===== src/hw/rtl/tmvt_pkg.sv =====
`timescale 1ns / 1ps
`default_nettype none

package tmvt_pkg;

    // tile ram geometry: code and attribute halves, each in its own ram
    localparam int TILE_RAM_BYTES = 2048;
    localparam int HALF_BYTES     = TILE_RAM_BYTES / 2;
    localparam int CELL_W         = $clog2(HALF_BYTES);

    // result target codes
    localparam logic [2:0] TGT_FG_MAP  = 3'd0;
    localparam logic [2:0] TGT_BG_MAP  = 3'd1;
    localparam logic [2:0] TGT_HSCROLL = 3'd2;
    localparam logic [2:0] TGT_VSCROLL = 3'd3;
    localparam logic [2:0] TGT_LATCH   = 3'd4;
    localparam logic [2:0] TGT_BANK    = 3'd5;

    // register decode
    localparam logic [15:0] ADDR_SOUND_LATCH = 16'h3A00;
    localparam logic [15:0] ADDR_HSCROLL_LO  = 16'h3B08;
    localparam logic [15:0] ADDR_VSCROLL_LO  = 16'h3B0A;
    localparam logic [15:0] ADDR_ROM_BANK    = 16'h3E00;
    localparam logic [4:0]  FG_RANGE_TOP     = 5'b00100;
    localparam logic [4:0]  BG_RANGE_TOP     = 5'b00101;

    localparam logic [16:0] BANK_WINDOW_BASE = 17'h0C000;
    localparam logic [7:0]  BANK_DIRECT      = 8'd4;
    localparam logic [7:0]  VSCROLL_OFS_RST  = 8'd16;

    // controller to datapath
    typedef struct packed {
        logic              capture;
        logic              eval;
        logic              clear;
        logic [CELL_W-1:0] clear_addr;
        logic              emit;
        logic [1:0]        emit_idx;
        logic              emit_last;
    } tmvt_cmd_t;

    // datapath to controller
    typedef struct packed {
        logic any;
        logic quad;
    } tmvt_status_t;

    // background mirror offsets, in write order
    function automatic logic [12:0] bg_mirror(input logic [1:0] idx);
        logic [12:0] ofs;
        unique case (idx)
            2'd0: ofs = 13'h0000;
            2'd1: ofs = 13'h0400;
            2'd2: ofs = 13'h1000;
            2'd3: ofs = 13'h1440;
            default: ofs = 13'h0000;
        endcase
        return ofs;
    endfunction

endpackage

`default_nettype wire


===== src/hw/rtl/tmvt_ctrl.sv =====
`timescale 1ns / 1ps
`default_nettype none

module tmvt_ctrl (
    input  wire logic                   clk,
    input  wire logic                   rst_n,
    input  wire logic                   start,
    output logic                        busy,
    input  wire tmvt_pkg::tmvt_status_t status,
    output tmvt_pkg::tmvt_cmd_t         cmd
);

    localparam int CW = tmvt_pkg::CELL_W;

    localparam logic [1:0] ST_CLEAR = 2'd0;
    localparam logic [1:0] ST_IDLE  = 2'd1;
    localparam logic [1:0] ST_EVAL  = 2'd2;
    localparam logic [1:0] ST_EMIT  = 2'd3;

    logic [1:0]    state_reg, state_next;
    logic [CW-1:0] clr_reg, clr_next;
    logic [1:0]    idx_reg, idx_next;
    logic          quad_reg, quad_next;
    logic          emit_last;

    assign emit_last = !quad_reg || (idx_reg == 2'd3);

    // sequencer
    always_comb
    begin
        state_next = state_reg;
        clr_next   = clr_reg;
        idx_next   = idx_reg;
        quad_next  = quad_reg;
        cmd        = '0;
        busy       = 1'b1;
        unique case (state_reg)
            ST_CLEAR:
            begin
                cmd.clear      = 1'b1;
                cmd.clear_addr = clr_reg;
                clr_next       = clr_reg + {{(CW-1){1'b0}}, 1'b1};
                if (clr_reg == {CW{1'b1}})
                begin
                    state_next = ST_IDLE;
                end
            end
            ST_IDLE:
            begin
                busy        = 1'b0;
                cmd.capture = start;
                if (start)
                begin
                    state_next = ST_EVAL;
                end
            end
            ST_EVAL:
            begin
                cmd.eval  = 1'b1;
                idx_next  = 2'd0;
                quad_next = status.quad;
                state_next = status.any ? ST_EMIT : ST_IDLE;
            end
            ST_EMIT:
            begin
                cmd.emit      = 1'b1;
                cmd.emit_idx  = idx_reg;
                cmd.emit_last = emit_last;
                idx_next      = idx_reg + 2'd1;
                if (emit_last)
                begin
                    state_next = ST_IDLE;
                end
            end
            default:
            begin
                state_next = ST_IDLE;
            end
        endcase
    end

    always_ff @(posedge clk or negedge rst_n)
    begin
        if (!rst_n)
        begin
            state_reg <= ST_CLEAR;
            clr_reg   <= '0;
            idx_reg   <= 2'd0;
            quad_reg  <= 1'b0;
        end
        else
        begin
            state_reg <= state_next;
            clr_reg   <= clr_next;
            idx_reg   <= idx_next;
            quad_reg  <= quad_next;
        end
    end

endmodule

`default_nettype wire

===== config.mk =====
export PLATFORM = sky130hd
export DESIGN_NAME = tmvt_ctrl
export DESIGN_NICKNAME = d
export VERILOG_FILES = /design/src/hw/rtl/tmvt_pkg.sv /design/src/hw/rtl/tmvt_ctrl.sv
export SDC_FILE = /design/constraint.sdc
export NUM_CORES = 1
export LEC_CHECK = 0
export BUFFER_PORTS_ARGS = -buffer_cell sky130_fd_sc_hd__buf_2
export CAP_MARGIN = 30
export CELL_PAD_IN_SITES_DETAIL_PLACEMENT = 1
export CELL_PAD_IN_SITES_GLOBAL_PLACEMENT = 2
export CORE_UTILIZATION = 30
export DETAILED_ROUTE_END_ITERATION = 10
export PLACE_DENSITY = 0.76
export RECOVER_POWER = 100
export SLEW_MARGIN = 10
export SYNTH_ARGS = -nofsm -noshare
export SYNTH_HDL_FRONTEND = slang
export SYNTH_SLANG_ARGS = --single-unit

===== constraint.sdc =====
create_clock -name clk -period 1.78 [get_ports clk]
set_clock_uncertainty 0.1 [all_clocks]
set_input_delay 0.445 -clock clk [delete_from_list [all_inputs] [get_ports clk]]
set_output_delay 0.445 -clock clk [all_outputs]
set_load 0.01 [all_outputs]

==> impl_metrics.json <==
{
  "critPathMaxStageDelay_ns": 0.38,
  "antenna_cells": 0,
  "root_buffer": "clkbuf_4",
  "final.min_clock_period_ns": 1.845,
  "syn_to_final_growth_pct": 54.21,
  "fin_hold_ws_ns": 0.3082,
  "die_height_um": 54.19,
  "cts_sinks": 15,
  "fill_cells": 291,
  "start_util": 0.3239,
  "dp_hpwl_um": 1254,
  "p_per_area_mw_per_mm2": 1551,
  "slew_viol_final": 0,
  "cp.required_ns": 1.23,
  "setup_viol": 14,
  "crit_fanout": 4,
  "fmax_mhz": 542.1,
  "drive_gt1_frac": 0.5214,
  "violations": "setup timing",
  "ios": 23,
  "synth_area_leaders": "dfrtp_1 (46%), and2_1 (9.2%), ha_1 (9.2%)",
  "cp-end-kind": "output port",
  "synth_common_cells": "dfrtp_1 (15), and2_1 (12), ha_1 (6), nand2_1 (6), xor2_1 (6)",
  "vias": 689,
  "p_leak_uw": 0.0006435,
  "drc": 0,
  "io_buffers": 22,
  "crit_path_start_kind": "flip-flop",
  "maxSlewHeadroom": 0.4215,
  "first_global_vias": 726,
  "drtIter0Drc": 2,
  "ys_ff_latch": 15,
  "tightest_slew_ns": 0.8677,
  "timing.final.crit_share": 1.036,
  "cts_tree": "yes",
  "netlist.area_leader.share": 0.4594,
  "syn_avg_cell_area_um2": 10.89,
  "grt_max_degree": 16,
  "fp.dieW_um": 54.19,
  "vdd_ir_drop_max_uv": 744.2,
  "ant_nets": 0,
  "setup_slack_ns": -0.06465,
  "maxCapViolations": 0,
  "gr-total-overflow": 0,
  "synth_area_leader_cell": "dfrtp_1",
  "min_path_type": "input port to flip-flop",
  "synth_fp_nets": 86,
  "wl_um": 2051,
  "cp.arrival_ns": 1.30,
  "path_class": "flip-flop to output port",
  "finalHoldViolCount": 0,
  "largest_reg_flops": 10,
  "place_congestion": 0.7363,
  "synth_flop_cell": "dfrtp_1",
  "antenna_found_initial": 0,
  "ys_seq_area_frac": 0.4594,
  "grt_usage": 0.1651,
  "seqCellArea_um2": 375.4,
  "die_area_mm2": 0.002936,
  "htreeDepth": 1,
  "via_per_inst": 4.687,
  "slowest_stage": "dfrtp_1",
  "syn_inst": 75,
  "ys_types": 21,
  "synth.most_common_cell": "dfrtp_1",
  "yosysWarnings": 0,
  "status": "finished with violations",
  "cts.reportedPaths.clkPinSlew_ns": 0.10,
  "core_area_mm2": 0.002522,
  "firstDrtPassIters": 3,
  "syn_area_um2": 817.0,
  "rsz0062_at_grt": "true",
  "ys_async_sr_fraction": 1.000,
  "layout.nets": 129,
  "grt_pass1_wl_um": 3325,
  "crit_top_cell": "buf_6",
  "setup_tns_ns": -0.7289,
  "synth-edff-count": 0,
  "clk_latency_ns": 0.28,
  "clock_path_buffers": 2,
  "crit_chain": "inv_2 -> ha_4 -> buf_6 -> and2_4 -> buf_6",
  "cts_made_buffers": 3,
  "row_count": 18,
  "wl_per_cell_um": 13.95,
  "multi_input_area_um2": 486.7
}
## placed cells by master (no fill, tap or decap), types with 4 or more instances in the layout
| master | netlist | final |
|---|---|---|
| and2_1 | 12 | 5 |
| clkbuf_4 | 0 | 4 |
| buf_4 | 0 | 11 |
| nand3_1 | 4 | 4 |
| buf_6 | 0 | 14 |
| xor2_1 | 6 | 6 |
| buf_2 | 0 | 9 |
| nand2_1 | 6 | 6 |
| and2_4 | 0 | 8 |
| ha_4 | 0 | 4 |
| dfrtp_1 | 15 | 15 |
## report_power, final
group          leakage, uW  total [uW]  switching [uW]  internal [uW]
registers         0.000191         577             118            459
clock network    0.0000177         196             113           83.4
logic             0.000435        1180             500            681
## per-layer routing
layer / GRT usage / share of wire
met2: 0.3069 / 0.56
met1: 0.1828 / 0.38
met3: 0.03672 / 0.049
met4: 0.05128 / 0.0034
met5: 0 / 0
## layout make-up
type                       instances  share of cell area
multi-input combinational         55              0.3863
sequential                        15              0.2979
timing repair buffer              39              0.2502
tap                               30             0.02979
clock buffer                       3             0.01787
inverter                           4             0.01390
clock inverter                     1            0.003972
## path summary, 6_finish.rpt
path / start / end / slack [ns] / cells after the start
worst max-delay path: state_reg[0] / cmd[10] / -0.06 / 5
worst min-delay path: status[0] / quad_reg / 0.31 / 2
worst max register to register: state_reg[0] / clr_reg[7] / 0.05 / 7
worst min register to register: clr_reg[8] / clr_reg[8] / 0.40 / 1
max in group asynchronous: rst_n / clr_reg[9] / 0.37 / 2
min in group asynchronous: rst_n / clr_reg[3] / 0.68 / 2
## cell families after synthesis
kind of cell               synth area share
muxes                               0.06585
adders and majority gates           0.09188
buffers and inverters               0.02296
AOI/OAI and AO/OA                   0.05054
DFF                                  0.4594
and+or+nand+nor                      0.2129
xor gates and xnor gates            0.09648
## per-stage QoR
stage	area [um2]	total power, uW	util	cells	setup slack [ns]
global placement	975.9	1284	0.3869	128	0.09441
floorplan	817.0	1045	-	75	0.03423
CTS	1206	1851	0.4782	145	-0.06166
detailed placement	975.9	1299	0.3869	128	0.06487
global route	1260	2121	0.4995	147	-0.1492
finish	1260	1955	0.4995	147	-0.06465
## worst max-delay path, delay by kind of cell (launching register included)
kind	cells	cell delay [ns]
flip-flops	1	0.38
buffers and inverters	3	0.30
adder cells (fa/ha/maj)	1	0.18
AND/OR/NAND/NOR	1	0.15
## repair_timing
item                                   in CTS  in global routing
pin swaps                                   5                  0
buffers inserted                           11                  2
hold buffers                                1                  0
endpoints found under the hold margin      15                  0
gates resized for setup                    27                 11
setup endpoints to repair                  16                 18
gates cloned                                1                  0
Power figures use the tool's default switching activity.
